### config.mk
export PLATFORM = sky130hd
export DESIGN_NAME = three_phase_overcurrent_window_monitor
export DESIGN_NICKNAME = d
export VERILOG_FILES = /design/src/hw/rtl/tpocwm_pkg.sv /design/src/hw/rtl/three_phase_overcurrent_window_monitor.sv
export SDC_FILE = /design/constraint.sdc
export NUM_CORES = 1
export LEC_CHECK = 0
export ABC_AREA = 1
export BUFFER_PORTS_ARGS = -buffer_cell sky130_fd_sc_hd__clkbuf_2
export CORE_AREA = 4 4 234 327
export DETAILED_ROUTE_END_ITERATION = 10
export DIE_AREA = 0 0 238 331
export SYNTH_ARGS = -nofsm -noshare
export SYNTH_HDL_FRONTEND = slang
export SYNTH_SLANG_ARGS = --single-unit
### constraint.sdc
create_clock -name clk -period 4.9 [get_ports clk]
set_clock_uncertainty 0.1 [all_clocks]
set_input_delay 0 -clock clk [delete_from_list [all_inputs] [get_ports clk]]
set_output_delay 0 -clock clk [all_outputs]
set_load 0.03 [all_outputs]
### src/hw/rtl/tpocwm_pkg.sv
`default_nettype none
package tpocwm_pkg;

	localparam logic [1:0] CMD_CAL_SAMPLE = 2'd0;
	localparam logic [1:0] CMD_END_CAL    = 2'd1;
	localparam logic [1:0] CMD_MON_SAMPLE = 2'd2;
	localparam logic [1:0] CMD_VOLTAGE    = 2'd3;

	localparam logic [2:0] STS_OK        = 3'd0;
	localparam logic [2:0] STS_OVER_V    = 3'd1;
	localparam logic [2:0] STS_UNDER_V   = 3'd2;
	localparam logic [2:0] STS_OC_BASE   = 3'd3;
	localparam logic [2:0] STS_CAL_DONE  = 3'd6;
	localparam logic [2:0] STS_CAL_ERROR = 3'd7;

	localparam logic [1:0] REG_CURRENT_MARGIN = 2'd0;
	localparam logic [1:0] REG_VOLTAGE_LOW    = 2'd1;
	localparam logic [1:0] REG_VOLTAGE_HIGH   = 2'd2;

	localparam logic [1:0] PHASE_U = 2'd0;
	localparam logic [1:0] PHASE_W = 2'd2;

	localparam int NUM_PHASES = 3;
	localparam int RES_BITS   = 67;
	localparam int TDATA_OUT  = 72;

	// payload of one result, lowest field last
	typedef struct packed {
		logic [15:0]        window_high;
		logic [15:0]        window_low;
		logic signed [16:0] signed_current;
		logic [15:0]        raw_value;
		logic [1:0]         phase;
	} res_t;

endpackage
`default_nettype wire

### src/hw/rtl/three_phase_overcurrent_window_monitor.sv
`default_nettype none
// Three-phase overcurrent and dc-link voltage window monitor.
// Input stream s_axis: tuser carries the command (calibration sample, end of
// calibration, monitored current sample, voltage sample), tdata the raw ADC
// sample. Current samples take their phase U, V, W in turn.
// Output stream m_axis: one result item per input item; tuser carries the
// status, tdata the phase, sample, signed current and the window in force.
// Configuration: cfg_wen writes cfg_wdata into register cfg_index
// (0 current margin, 1 voltage low, 2 voltage high), taken at once.
// Each item passes through an input register and then the result register;
// the next item is accepted only once the held one has moved on. End of
// calibration with samples for every phase runs a restoring divider shared
// by the three phases, one quotient bit a cycle. The input register lets
// the next item be accepted while a result waits at the output.
// Reset clears sums, counts, offsets, phase position and registers to
// their start values; the window opens fully. A stalled receiver holds the
// result register, and once the input register is also full s_axis_tready
// stays low until the result is taken.
module three_phase_overcurrent_window_monitor #(
	parameter int SAMPLE_BITS       = 16,
	parameter int MAX_CAL_PER_PHASE = 4096
) (
	input  wire logic        clk,
	input  wire logic        arst_n,
	input  wire logic        cfg_wen,
	input  wire logic [1:0]  cfg_index,
	input  wire logic [15:0] cfg_wdata,
	input  wire logic        s_axis_tvalid,
	output logic             s_axis_tready,
	input  wire logic [15:0] s_axis_tdata,  // sample
	input  wire logic [1:0]  s_axis_tuser,  // command
	output logic             m_axis_tvalid,
	input  wire logic        m_axis_tready,
	// phase, raw_value, signed_current, window_low, window_high, zero fill
	output logic [tpocwm_pkg::TDATA_OUT-1:0] m_axis_tdata,
	output logic [2:0]       m_axis_tuser   // status
);
	import tpocwm_pkg::*;

	localparam int CW = $clog2(MAX_CAL_PER_PHASE + 1);
	localparam int SW = SAMPLE_BITS + CW;
	localparam int BW = $clog2(SW);
	localparam logic [15:0] FULL_SCALE = 16'((32'd1 << SAMPLE_BITS) - 32'd1);
	localparam logic [CW-1:0] CNT_MAX = CW'(MAX_CAL_PER_PHASE);

	localparam logic [1:0] ST_IDLE = 2'd0;
	localparam logic [1:0] ST_LOAD = 2'd1;
	localparam logic [1:0] ST_DIV  = 2'd2;
	localparam logic [1:0] ST_FIN  = 2'd3;

	logic [1:0]    state_q;
	logic          inq_valid_q;
	logic [1:0]    cmd_q;
	logic [15:0]   smp_q;
	logic [15:0]   margin_q, vlow_q, vhigh_q;
	logic [1:0]    pos_q;
	logic [SW-1:0] sum_q [NUM_PHASES];
	logic [CW-1:0] cnt_q [NUM_PHASES];
	logic [15:0]   off_q [NUM_PHASES];
	logic [15:0]   wlo_q, whi_q;
	logic [1:0]    div_ph_q;
	logic [BW-1:0] bit_q;
	logic [SW-1:0] quo_q;
	logic [CW-1:0] rem_q;
	logic          out_valid_q;
	logic [2:0]    out_status_q;
	res_t          res_q;

	logic          out_free;
	logic          out_load;
	logic [1:0]    rd_idx;
	logic [CW-1:0] rd_cnt;
	logic [15:0]   s_m;
	logic [1:0]    pos_nxt;
	logic          cal_ok;
	logic [CW:0]   trial;
	logic [CW:0]   diff;
	logic          ge;
	logic [SW-1:0] quo_nxt;
	logic [15:0]   mn, mx;
	logic [16:0]   top;
	logic [15:0]   new_whi, new_wlo;
	logic [16:0]   cur;
	logic [2:0]    item_status;
	res_t          item_res;

	assign out_free      = !out_valid_q || m_axis_tready;
	assign s_axis_tready = !inq_valid_q;
	assign m_axis_tvalid = out_valid_q;
	assign m_axis_tuser  = out_status_q;
	assign m_axis_tdata  = {{(TDATA_OUT - RES_BITS){1'b0}}, res_q};

	assign rd_idx  = (state_q == ST_IDLE) ? pos_q : div_ph_q;
	assign rd_cnt  = cnt_q[rd_idx];
	assign s_m     = smp_q & FULL_SCALE;
	assign pos_nxt = (pos_q == PHASE_W) ? PHASE_U : pos_q + 2'd1;
	assign cal_ok  = (cnt_q[0] != '0) && (cnt_q[1] != '0) && (cnt_q[2] != '0);
	assign out_load = out_free && (state_q == ST_FIN ||
		(state_q == ST_IDLE && inq_valid_q && !(cmd_q == CMD_END_CAL && cal_ok)));

	// one step of the shared restoring divider
	assign trial   = {rem_q, quo_q[SW-1]};
	assign diff    = trial - {1'b0, rd_cnt};
	assign ge      = (trial >= {1'b0, rd_cnt});
	assign quo_nxt = {quo_q[SW-2:0], ge};

	always_comb begin
		mn = off_q[0];
		mx = off_q[0];
		for (int k = 1; k < NUM_PHASES; k++) begin
			if (off_q[k] < mn) mn = off_q[k];
			if (off_q[k] > mx) mx = off_q[k];
		end
		top     = {1'b0, mn} + {1'b0, margin_q};
		new_whi = (top > {1'b0, FULL_SCALE}) ? FULL_SCALE : top[15:0];
		new_wlo = (mx > margin_q) ? mx - margin_q : 16'd0;
	end

	always_comb begin
		cur = (pos_q == PHASE_U) ? {1'b0, off_q[pos_q]} - {1'b0, s_m}
		                         : {1'b0, s_m} - {1'b0, off_q[pos_q]};
		item_status = STS_OK;
		item_res    = '0;
		item_res.window_low  = wlo_q;
		item_res.window_high = whi_q;
		case (cmd_q)
			CMD_CAL_SAMPLE: begin
				item_res.phase     = pos_q;
				item_res.raw_value = s_m;
			end
			CMD_END_CAL: begin
				item_status = STS_CAL_ERROR;
			end
			CMD_MON_SAMPLE: begin
				item_res.phase          = pos_q;
				item_res.raw_value      = s_m;
				item_res.signed_current = cur;
				if (s_m < wlo_q || s_m > whi_q)
					item_status = STS_OC_BASE + {1'b0, pos_q};
			end
			default: begin
				item_res.raw_value   = s_m;
				item_res.window_low  = vlow_q;
				item_res.window_high = vhigh_q;
				if (s_m >= vhigh_q)
					item_status = STS_OVER_V;
				else if (s_m < vlow_q)
					item_status = STS_UNDER_V;
			end
		endcase
	end

	always_ff @(posedge clk or negedge arst_n) begin
		if (!arst_n) begin
			margin_q <= 16'd0;
			vlow_q   <= 16'd0;
			vhigh_q  <= 16'hFFFF;
		end else if (cfg_wen) begin
			case (cfg_index)
				REG_CURRENT_MARGIN: margin_q <= cfg_wdata;
				REG_VOLTAGE_LOW:    vlow_q   <= cfg_wdata;
				REG_VOLTAGE_HIGH:   vhigh_q  <= cfg_wdata;
				default: ;
			endcase
		end
	end

	always_ff @(posedge clk) begin
		if (s_axis_tvalid && s_axis_tready) begin
			cmd_q <= s_axis_tuser;
			smp_q <= s_axis_tdata;
		end
		if (state_q == ST_LOAD) begin
			quo_q <= sum_q[div_ph_q];
			rem_q <= '0;
		end else if (state_q == ST_DIV) begin
			quo_q <= quo_nxt;
			rem_q <= ge ? diff[CW-1:0] : trial[CW-1:0];
		end
	end

	always_ff @(posedge clk or negedge arst_n) begin
		if (!arst_n) begin
			state_q      <= ST_IDLE;
			inq_valid_q  <= 1'b0;
			pos_q        <= PHASE_U;
			div_ph_q     <= PHASE_U;
			bit_q        <= '0;
			wlo_q        <= 16'd0;
			whi_q        <= 16'hFFFF;
			out_valid_q  <= 1'b0;
			out_status_q <= STS_OK;
			res_q        <= '0;
			for (int k = 0; k < NUM_PHASES; k++) begin
				sum_q[k] <= '0;
				cnt_q[k] <= '0;
				off_q[k] <= 16'd0;
			end
		end else begin
			if (out_load)
				out_valid_q <= 1'b1;
			else if (m_axis_tready)
				out_valid_q <= 1'b0;
			if (s_axis_tvalid && s_axis_tready)
				inq_valid_q <= 1'b1;
			case (state_q)
				ST_IDLE: begin
					if (inq_valid_q) begin
						if (cmd_q == CMD_END_CAL && cal_ok) begin
							state_q  <= ST_LOAD;
							div_ph_q <= PHASE_U;
						end else if (out_free) begin
							inq_valid_q  <= 1'b0;
							out_status_q <= item_status;
							res_q        <= item_res;
							if (cmd_q == CMD_CAL_SAMPLE) begin
								pos_q <= pos_nxt;
								if (rd_cnt < CNT_MAX) begin
									sum_q[pos_q] <= sum_q[pos_q] + SW'(s_m);
									cnt_q[pos_q] <= rd_cnt + CW'(1);
								end
							end else if (cmd_q == CMD_MON_SAMPLE) begin
								pos_q <= pos_nxt;
							end else if (cmd_q == CMD_END_CAL) begin
								pos_q <= PHASE_U;
								for (int k = 0; k < NUM_PHASES; k++) begin
									sum_q[k] <= '0;
									cnt_q[k] <= '0;
								end
							end
						end
					end
				end
				ST_LOAD: begin
					state_q <= ST_DIV;
					bit_q   <= BW'(SW - 1);
				end
				ST_DIV: begin
					if (bit_q == '0) begin
						off_q[div_ph_q] <= 16'(quo_nxt[SAMPLE_BITS-1:0]);
						if (div_ph_q == PHASE_W) begin
							state_q <= ST_FIN;
						end else begin
							div_ph_q <= div_ph_q + 2'd1;
							state_q  <= ST_LOAD;
						end
					end else begin
						bit_q <= bit_q - BW'(1);
					end
				end
				default: begin
					if (out_free) begin
						wlo_q        <= new_wlo;
						whi_q        <= new_whi;
						out_status_q <= STS_CAL_DONE;
						res_q        <= '{window_high: new_whi, window_low: new_wlo,
						                  signed_current: '0, raw_value: '0, phase: '0};
						pos_q        <= PHASE_U;
						inq_valid_q  <= 1'b0;
						state_q      <= ST_IDLE;
						for (int k = 0; k < NUM_PHASES; k++) begin
							sum_q[k] <= '0;
							cnt_q[k] <= '0;
						end
					end
				end
			endcase
		end
	end

	a_pos_range: assert property (@(posedge clk) disable iff (!arst_n)
		pos_q != 2'd3 && div_ph_q != 2'd3)
		else $error("phase index out of range");

	a_div_nonzero: assert property (@(posedge clk) disable iff (!arst_n)
		state_q == ST_DIV |-> rd_cnt != '0)
		else $error("divider running on a zero count");

	a_busy_holds_item: assert property (@(posedge clk) disable iff (!arst_n)
		state_q != ST_IDLE |-> inq_valid_q && cmd_q == CMD_END_CAL)
		else $error("division running without an end of calibration item");

	a_cal_done_fields: assert property (@(posedge clk) disable iff (!arst_n)
		out_valid_q && out_status_q == STS_CAL_DONE |->
			res_q.phase == 2'd0 && res_q.raw_value == 16'd0 &&
			res_q.signed_current == 17'sd0)
		else $error("calibration result carries sample fields");

	a_window_update: assert property (@(posedge clk) disable iff (!arst_n)
		state_q == ST_IDLE && $past(state_q) == ST_IDLE |->
			$stable(wlo_q) && $stable(whi_q))
		else $error("current window changed outside calibration end");

endmodule
`default_nettype wire

# --- After elaboration in Yosys (flattened, before gate mapping) ---
# Index checks and enable logic that the tools add are counted.
totals:
  register_bits: 397
  inputBits: 41
  out_inout_bits: 77
  wordCells: 222
op_classes:
  addsub: 11
  order_cmp: 17
  n_eq_ne: 19
  muxes: 96
  n_bitwise: 5
  reduce_logical: 44
ops:
  columns: ["cell", "count"]
  rows:
  - ["$mux W87", 8]
  - ["$mux W39", 8]
  - ["$mux W67", 4]
  - ["$mux W29", 7]
  - ["$pmux W87 S2", 1]
  - ["$mux W16", 10]
  - ["$pmux W67 S2", 1]
  - ["$bmux W29 S2", 2]
  - ["$bwmux W87", 1]
  - ["$pmux W39 S2", 1]
  - ["$gt A16 B16 Y1", 4]
  - ["$lt A16 B16 Y1", 4]
  - ["$demux W29 S2", 1]
  - ["$mux W13", 4]
  - ["$bwmux W48", 1]
  - ["$bwmux W39", 1]
  - ["$reduce_bool A13 Y1", 3]
  - ["$mux W2", 19]
  - ["$mux W17", 2]
  - ["$sub A16 B16 Y17", 2]
  - ["$bmux W16 S2", 1]
  - ["$demux W16 S2", 1]
  - ["$mux W32", 1]
  - ["$add A29 B16 Y29", 1]
  - ["other kinds (48)", 104]

# --- Logic depth before layout (Yosys ltp) ---
# Gate-level depths: netlist (run 1).
logic_depth:
  ltp_word: 14
  ltp_mapped: 43
  ltp_nobuf: 42

# --- Worst setup path before layout (run 1) ---
# Ideal clock, no wire load.
synth_timing:
  kind: "flip-flop to flip-flop"
  from: "register off_q[43] in the netlist's numbering"
  to: "register res_q (netlist bit m_axis_tdata[55])"
  t_arrival_ns: 5.009
  required_time_ns: 4.667
  path_slack_ns: -0.342
  path_stages_with_launch: 36
  period_less_slack_ns: 5.242
  cell_sequence: "dfrtp_1 > inv_1 > ha_1 > nand2_1 > inv_1 > nand3_1 > nor3_1 > nand2_1 > nand2_1 > clkbuf_1 > nand2_1 > o21ai_0 > inv_1 > ha_1 > nand2_1 > inv_1 > nand3_1 > a31oi_1 > a2111oi_2 > nand2_1 > nand2_1 > nand2_1 > ha_1 > inv_1 > fa_1 > nor2_1 > o21a_1 > nor2_1 > o21ai_0 > nand2_1 > nand2_1 > a31oi_1 > buf_2 > nand2_1 > a22oi_1 > o21ai_0"
synth_between:
  elab_chain_cells: 9
synth_lines:
  columns: ["element", "line", "source"]
  rows:
  - ["start: declaration", "three_phase_overcurrent_window_monitor.sv:59", "logic [15:0] off_q [NUM_PHASES];"]
  - ["start signal: indexed assignment", "three_phase_overcurrent_window_monitor.sv:240", "off_q[div_ph_q] <= 16'(quo_nxt[SAMPLE_BITS-1:0]);"]
  - ["$lt A16 B16 Y1", "three_phase_overcurrent_window_monitor.sv:111", "if (off_q[k] < mn) mn = off_q[k];"]
  - ["$mux W16 *", "three_phase_overcurrent_window_monitor.sv:111", null]
  - ["$lt A16 B16 Y1", "three_phase_overcurrent_window_monitor.sv:111", null]
  - ["$mux W16 *", "three_phase_overcurrent_window_monitor.sv:111", null]
  - ["$add A16 B16 Y17 *", "three_phase_overcurrent_window_monitor.sv:114", "top = {1'b0, mn} + {1'b0, margin_q};"]
  - ["$gt A17 B16 Y1", "three_phase_overcurrent_window_monitor.sv:115", "new_whi = (top > {1'b0, FULL_SCALE}) ? FULL_SCALE : top[15:0];"]
  - ["$mux W16 *", "three_phase_overcurrent_window_monitor.sv:115", null]
  - ["$mux W67 *", "three_phase_overcurrent_window_monitor.sv:252", "if (out_free) begin"]
  - ["$pmux W67 S2 *", "three_phase_overcurrent_window_monitor.sv:206", "case (state_q)"]
  - ["end signal: assignment", "three_phase_overcurrent_window_monitor.sv:215", "res_q <= item_res;"]
  - ["end signal: assignment", "three_phase_overcurrent_window_monitor.sv:256", "res_q <= '{window_high: new_whi, window_low: new_wlo,"]
  - ["end: declaration", "three_phase_overcurrent_window_monitor.sv:67", "res_t res_q;"]
# Every way passes the cells marked *; elsewhere a longest branch is shown, timed or not. The select of a mux whose other input is x is not followed.
# A chain may end at the register's enable or synchronous reset.

# --- Worst setup path after layout (run 1) ---
layout_timing:
  from: "register off_q[27] in the netlist's numbering"
  to: "register res_q (netlist bit m_axis_tdata[37])"
layout_between:
  elab_chain_cells: 8
layout_lines:
  columns: ["element", "line", "source"]
  rows:
  - ["$gt A16 B16 Y1", "three_phase_overcurrent_window_monitor.sv:112", "if (off_q[k] > mx) mx = off_q[k];"]
  - ["$mux W16 *", "three_phase_overcurrent_window_monitor.sv:112", null]
  - ["$gt A16 B16 Y1", "three_phase_overcurrent_window_monitor.sv:112", null]
  - ["$mux W16 *", "three_phase_overcurrent_window_monitor.sv:112", null]
  - ["$sub A16 B16 Y16 or $gt A16 B16 Y1 (tied branches)", "three_phase_overcurrent_window_monitor.sv:116", "new_wlo = (mx > margin_q) ? mx - margin_q : 16'd0;"]
  - ["$mux W16 *", "three_phase_overcurrent_window_monitor.sv:116", null]
  - ["$mux W67 *", "three_phase_overcurrent_window_monitor.sv:252", null]
  - ["$pmux W67 S2 *", "three_phase_overcurrent_window_monitor.sv:206", null]
# Marked as above.

==> results of run 1 <==
==> worst max-delay path: cells and delay by family (launching register included) <==
kind                     cells  cell delay (ns)
adder cells (fa/ha/maj)      4             1.18
AND/OR/NAND/NOR             22             2.03
AO/OA/AOI/OAI                7             0.79
flip-flops                   1             0.42
buffers and inverters        6             0.72
==> metal layers <==
layer  part of all wire (%)  vias to the layer above  GRT usage [%]  wire, um
met5                      0                        -              0         0
met4                    7.3                        0           14.2      6610
met3                    4.7                      249           2.38      4280
met2                     50                      727           40.2     45300
met1                     38                    11600           24.9     34500
li1                       -                    11900              -         -
==> per-stage QoR <==
stage / setup TNS [ns] / utilization, % / cell area [sq um]
2_1_floorplan: 0 / - / 25600
3_3_place_gp: -28.97 / 39.2 / 28900
3_5_place_dp: -32.90 / 39.2 / 28900
4_1_cts: -13.86 / 42.9 / 31600
5_1_grt: -33.86 / 43.8 / 32300
6_report: -16.29 / 43.8 / 32300
==> report_power, final <==
part | leakage [nW] | total [mW] | internal, mW | switching, mW
registers | 4.94 | 3.49 | 3.42 | 0.0687
clock network | 0.646 | 3.16 | 1.73 | 1.43
logic | 9.55 | 1.06 | 0.471 | 0.587
==> final timing paths <==
kind | startpoint | endpoint | slack [ns] | depth (start not counted)
setup reg to reg | off_q[27]$_DFFE_PN0P_ | m_axis_tdata[37]$_DFFE_PN0P_ | -0.43 | 39
min in group asynchronous | arst_n | bit_q[4]$_DFFE_PN0P_ | 0.51 | 3
hold / removal | s_axis_tdata[7] | s_m[7]$_DFFE_PP_ | 0.05 | 2
hold reg to reg | m_axis_tdata[19]$_DFFE_PN0P_ | m_axis_tdata[19]$_DFFE_PN0P_ | 0.38 | 2
max in group asynchronous | arst_n | m_axis_tuser[0]$_DFFE_PN0P_ | 3.05 | 4
setup / recovery | off_q[27]$_DFFE_PN0P_ | m_axis_tdata[37]$_DFFE_PN0P_ | -0.43 | 39
==> synth_stat cells (13+ instances only) <==
| library cell | instances |
|---|---|
| dfxtp_1 | 13 |
| or2_2 | 13 |
| buf_2 | 16 |
| nand2_1 | 855 |
| buf_1 | 15 |
| edfxtp_1 | 47 |
| xnor2_1 | 33 |
| nand3_1 | 94 |
| a21oi_1 | 229 |
| a31oi_1 | 40 |
| dfstp_2 | 32 |
| o21ai_0 | 475 |
| a32oi_1 | 14 |
| nor2_1 | 188 |
| clkbuf_1 | 105 |
| o21a_1 | 15 |
| o21ai_1 | 61 |
| inv_1 | 364 |
| nand4_1 | 30 |
| xor2_1 | 45 |
| nor3_1 | 16 |
| dfrtp_1 | 305 |
| ha_1 | 217 |
==> kinds of logic (layout without fill, tap and decap cells) <==
family / Yosys count / count (layout) / synth area share [%]
compound gates: 911 / 911 / 19.3
xor+xnor: 79 / 79 / 2.74
fa+ha+maj: 223 / 223 / 11.1
buf+inv: 518 / 909 / 7.83
flops: 397 / 397 / 39.7
mux: 1 / 1 / 0.0392
other cells: 1 / 7 / 0.0147
simple gates: 1223 / 1223 / 19.3
==> registers in the layout, indices dropped and copies added, names as in the netlist <==
| name | cells |
|---|---|
| m_axis_tvalid | 1 |
| sum_q | 87 |
| vlow_q | 16 |
| wlo_q | 16 |
| s_m | 16 |
| whi_q | 16 |
| quo_q | 29 |
| off_q | 48 |
| inq_valid_q | 1 |
| rem_q | 13 |
| margin_q | 16 |
| cnt_q | 39 |
| state_q | 2 |
| m_axis_tuser | 3 |
| cmd_q | 2 |
| bit_q | 5 |
| m_axis_tdata | 67 |
| pos_q | 2 |
| div_ph_q | 2 |
| vhigh_q | 16 |
==> final cells by class <==
class | count | area, sq um | share of cell area (%)
Antenna cell | 2 | 5.00 | 0.0155
Clock buffer | 59 | 1170 | 3.61
Clock inverter | 17 | 154 | 0.477
Inverter | 374 | 1410 | 4.36
Multi-Input combinational cell | 2442 | 14700 | 45.4
Sequential cell | 397 | 10100 | 31.4
Tap cell | 960 | 1200 | 3.72
Timing Repair Buffer | 458 | 3510 | 10.9
Timing Repair inverter | 1 | 7.51 | 0.0233
==> timing repair <==
item / in CTS / in global routing
endpoints found under the hold margin: 184 / 0
pin swaps: 53 / 62
resized for setup: 201 / 152
hold buffers: 40 / 0
endpoints found under the setup margin: 64 / 64
setup buffers: 34 / 13
gates cloned: 5 / 1
==> results.cfg, run 1 <==
[layout]
most-common-layout-cells = nand2_1, o21ai_0, inv_1
synthToLayoutAreaGrowth_pct = 26.2
final_common_cell = nand2_1
nFillCells = 7278
drive_above_1_share_pct = 20.1
fin_nets = 3981
instances_no_fill = 4710

[clock_network]
cts_root_buf = clkbuf_16
cts-htree-levels = 2
cts.path.max_buffers = 3
cts-buffers-inserted = 43
clk_pin_slew_ns = 0.06
clock-sinks = 397
clk_latency_ns = 0.60
cts_tree = built

[logic_synthesis]
ys_ff_latch = 397
syn-instance-count = 3353
yosysTopAreaCell = dfrtp_1
synth-seq-area-share_pct = 39.7
synthTopCellsByArea = dfrtp_1, nand2_1, ha_1
syn_area_per_cell_sq_um = 7.62
async_reset_ff_share_pct = 84.9
yosysTopAreaCellShare_pct = 29.9
ys_types = 59
ys.flop_type = dfrtp_1
syn_area_sq_um = 25600
synth_edf_count = 47
yosysWarnings = 0

[detailed_routing]
detail_route.vias_per_cell = 5.20
antenna_left = 0
drt_iter0_markers = 1732
wl_per_cell_um = 19.2
num_vias = 24500
first_pass_iters = 5
remaining_drc_errors = 0
routed_wl_mm = 90.6

[setup_path]
slowest_delay_ns = 0.42
cp.required_ns = 5.32
worstSetupEndpointType = flop
worstSetupPathType = reg -> reg
crit_top_cell = nand2_2
cp-start-kind = flop
cp_max_fo = 8
cp_slowest_cell = dfrtp_1
crit_arrival_ns = 5.75

[timing]
finalSetupViolCount = 64
hold_viol = 0
finalCriticalPeriod_ns = 5.33
rsz0062_at_grt = yes
fin_ws_ns = -0.429
period_share_pct = 109
slew_violations = 0
holdWs_ns = 0.0492
timing.fmax_mhz = 188
maxSlewHeadroom_pct = 23.1
worst_slew_pin_slew_ns = 1.15

[global_routing]
grt_overflow = 0
grt_usage_pct = 22.2
grt_max_degree = 105
first_global_vias = 24100
antenna_found_initial = 1
grt_pass1_wl_mm = 138

[floorplan]
die_h_um = 331
rows = 118
die_x_um = 238
core_area_sq_um = 73700
start_util_pct = 34.7
io-pin-count = 118
die_area_sq_um = 78800

[placed_design]
placed_cells = 4543
port_buffers = 112
dp_slack_ns = -0.739
dp_hpwl_mm = 64.1
place_congestion = 0.960

[outcome]
violations = negative setup slack
status = complete, but fails checks

[min_path]
hp-class = in -> reg

[pwr]
p_total_mw = 7.71
peakVddDrop_uv = 216
p_leak_nw = 15.1
powerDensity_nw_per_um2 = 239

[run]
drv_cap = 0
Note: power is estimated with default switching activity, not from simulation.
==> inputs of run 2 (changes only) <==
--- a/config.mk
+++ b/config.mk
@@ -10,6 +10,7 @@
 export CORE_AREA = 4 4 234 327
 export DETAILED_ROUTE_END_ITERATION = 10
 export DIE_AREA = 0 0 238 331
+export SETUP_SLACK_MARGIN = 0.02
 export SYNTH_ARGS = -nofsm -noshare
 export SYNTH_HDL_FRONTEND = slang
 export SYNTH_SLANG_ARGS = --single-unit
==> run 2 against run 1 <==
Against the previous run: the run still ends with negative setup slack left; clock power grew 9.2%; power grew 3.2%; wire length grew 0.74%; via count grew 0.65%; register-to-register slack gained 0.04 ns; first-iteration DRC count shrank 15%; maximum frequency grew 0.76%; flip-flop and latch count is the same; die area is the same; critical path depth shrank 7.
==> results.cfg, run 2 (synthesis gave the netlist of run 1 again) <==
[outcome]
status = complete, but fails checks
violations = negative setup slack

[placed_design]
placed_cells = 4550
place_congestion = 0.936
dp_hpwl_mm = 64.4
port_buffers = 112

[timing]
rsz0062_at_grt = yes
maxSlewHeadroom_pct = 22.9
hold_viol = 0
finalCriticalPeriod_ns = 5.29
slew_violations = 0
finalSetupViolCount = 64
worst_slew_pin_slew_ns = 1.15
period_share_pct = 108
fin_ws_ns = -0.389
timing.fmax_mhz = 189

[layout]
multi_input_area_sq_um = 14800
fin_nets = 3981
drive_above_1_share_pct = 20.6
synthToLayoutAreaGrowth_pct = 27.3
diodes = 0
most-common-layout-cells = nand2_1, o21ai_0, inv_1
register_area_sq_um = 10100
nFillCells = 7309
largest_reg_flops = 87
instances_no_fill = 4713
regMostFlops = sum_q
final_common_cell = nand2_1
fin_util_pct = 44.2

[setup_path]
cp.required_ns = 5.24
cp-start-kind = flop
cp_max_fo = 9
cp_top_family = buffers and inverters
worstSetupEndpointType = flop
crit_top_cell = nand2_1
cp_slowest_cell = dfrtp_1
r2r_cells = 32
rr_startpoint = off_q[23]$_DFFE_PN0P_
slowest_delay_ns = 0.38
rrSetupSlack_ns = -0.39
crit_arrival_ns = 5.63
worstSetupPathType = reg -> reg
r2r-end = m_axis_tdata[57]$_DFFE_PN0P_
timing.critical_path.buf_inv = 9

[clock_network]
cts-htree-levels = 2
cts_root_buf = clkbuf_16
clock-sinks = 397
cts-buffers-inserted = 44
clk_pin_slew_ns = 0.06
cts_tree = built
clk_latency_ns = 0.62
cts.path.max_buffers = 3

[min_path]
hold_path_end = s_m[3]$_DFFE_PP_
whs_path_depth = 2
hp-class = in -> reg
hp-start = s_axis_tdata[3]

[detailed_routing]
remaining_drc_errors = 0
routed_wl_mm = 91.3
num_vias = 24700
drt_iter0_markers = 1480
detail_route.vias_per_cell = 5.23
first_pass_iters = 5
wl_per_cell_um = 19.4
antenna_left = 0

[global_routing]
grt_usage_pct = 22.5
grt_max_degree = 128
grt_pass1_wl_mm = 139
first_global_vias = 24500
grt_overflow = 0
antenna_found_initial = 0

[pwr]
powerDensity_nw_per_um2 = 245
peakVddDrop_uv = 191
p_leak_nw = 15.2

[floorplan]
core_area_sq_um = 73700
start_util_pct = 34.7
rows = 118
io-pin-count = 118
die_x_um = 238
die_area_sq_um = 78800
die_h_um = 331

[run]
drv_cap = 0
run 2: changes by cell type in the layout (fill, tap and decap cells not counted), moves of 4 or more:
cell	delta
a21oi_2	+12
o21ai_4	+12
a21oi_1	-9
o21ai_0	-8
o21ai_2	-7
ha_4	+5
nand2_1	-5
inv_1	-4
nand2_2	+4
nand3_2	-4
run 2: cell type report:
cell class,count,share of cell area (%)
multi-input combinational,2442,45.5
sequential,397,31.2
timing repair buffer,458,10.8
inverter,374,4.33
clock buffer,63,3.76
tap,960,3.69
clock inverter,19,0.757
run 2: repair_timing:
action,4_1_cts,5_1_grt
setup endpoints to repair,64,71
resized for setup,183,209
gates cloned,3,1
hold buffers,43,0
endpoints found under the hold margin,393,0
pin swaps,44,87
buffers inserted,22,18
run 2: worst max path at each step:
stage	start	to	slack, ns	depth (start not counted)
after floorplan	off_q[43]$_DFFE_PN0P_	m_axis_tdata[63]$_DFFE_PN0P_	0.02	33
after detailed placement	off_q[31]$_DFFE_PN0P_	m_axis_tdata[53]$_DFFE_PN0P_	-1.03	30
final	off_q[23]$_DFFE_PN0P_	m_axis_tdata[57]$_DFFE_PN0P_	-0.39	32
after global placement	off_q[31]$_DFFE_PN0P_	m_axis_tdata[53]$_DFFE_PN0P_	-1.00	30
after CTS	off_q[27]$_DFFE_PN0P_	m_axis_tdata[42]$_DFFE_PN0P_	-0.25	37
after global routing	off_q[17]$_DFFE_PN0P_	m_axis_tdata[37]$_DFFE_PN0P_	-0.54	40
run 2: routing by layer:
| layer | track usage, % | up-vias | share of wire, % |
|---|---|---|---|
| met3 | 3.05 | 260 | 5.4 |
| li1 | - | 11900 | - |
| met4 | 14.4 | 0 | 7.4 |
| met1 | 24.9 | 11700 | 37 |
| met5 | 0 | - | 0 |
| met2 | 40.4 | 788 | 50 |
run 2: where the power goes:
part           leakage, nW  internal (mW)  switching (mW)  total (mW)
combinational         9.56          0.440           0.566        1.01
sequential            4.94           3.42          0.0801        3.50
clock                0.714           1.97            1.48        3.45
run 2: through the flow:
| stage | TNS [ns] | cell area, sq um | hold slack, ns | power, mW | setup slack, ns |
|---|---|---|---|---|---|
| CTS | -10.67 | 31600 | 0.00138 | 7.92 | -0.254 |
| global route | -28.02 | 32500 | 0.0200 | 8.28 | -0.544 |
| detailed placement | -37.00 | 28900 | -0.182 | 4.36 | -1.03 |
| finish | -15.07 | 32500 | 0.0284 | 7.96 | -0.389 |
| floorplan | 0 | 25600 | -0.396 | 3.95 | 0.0228 |
| global placement | -33.93 | 28900 | -0.180 | 4.35 | -1.00 |
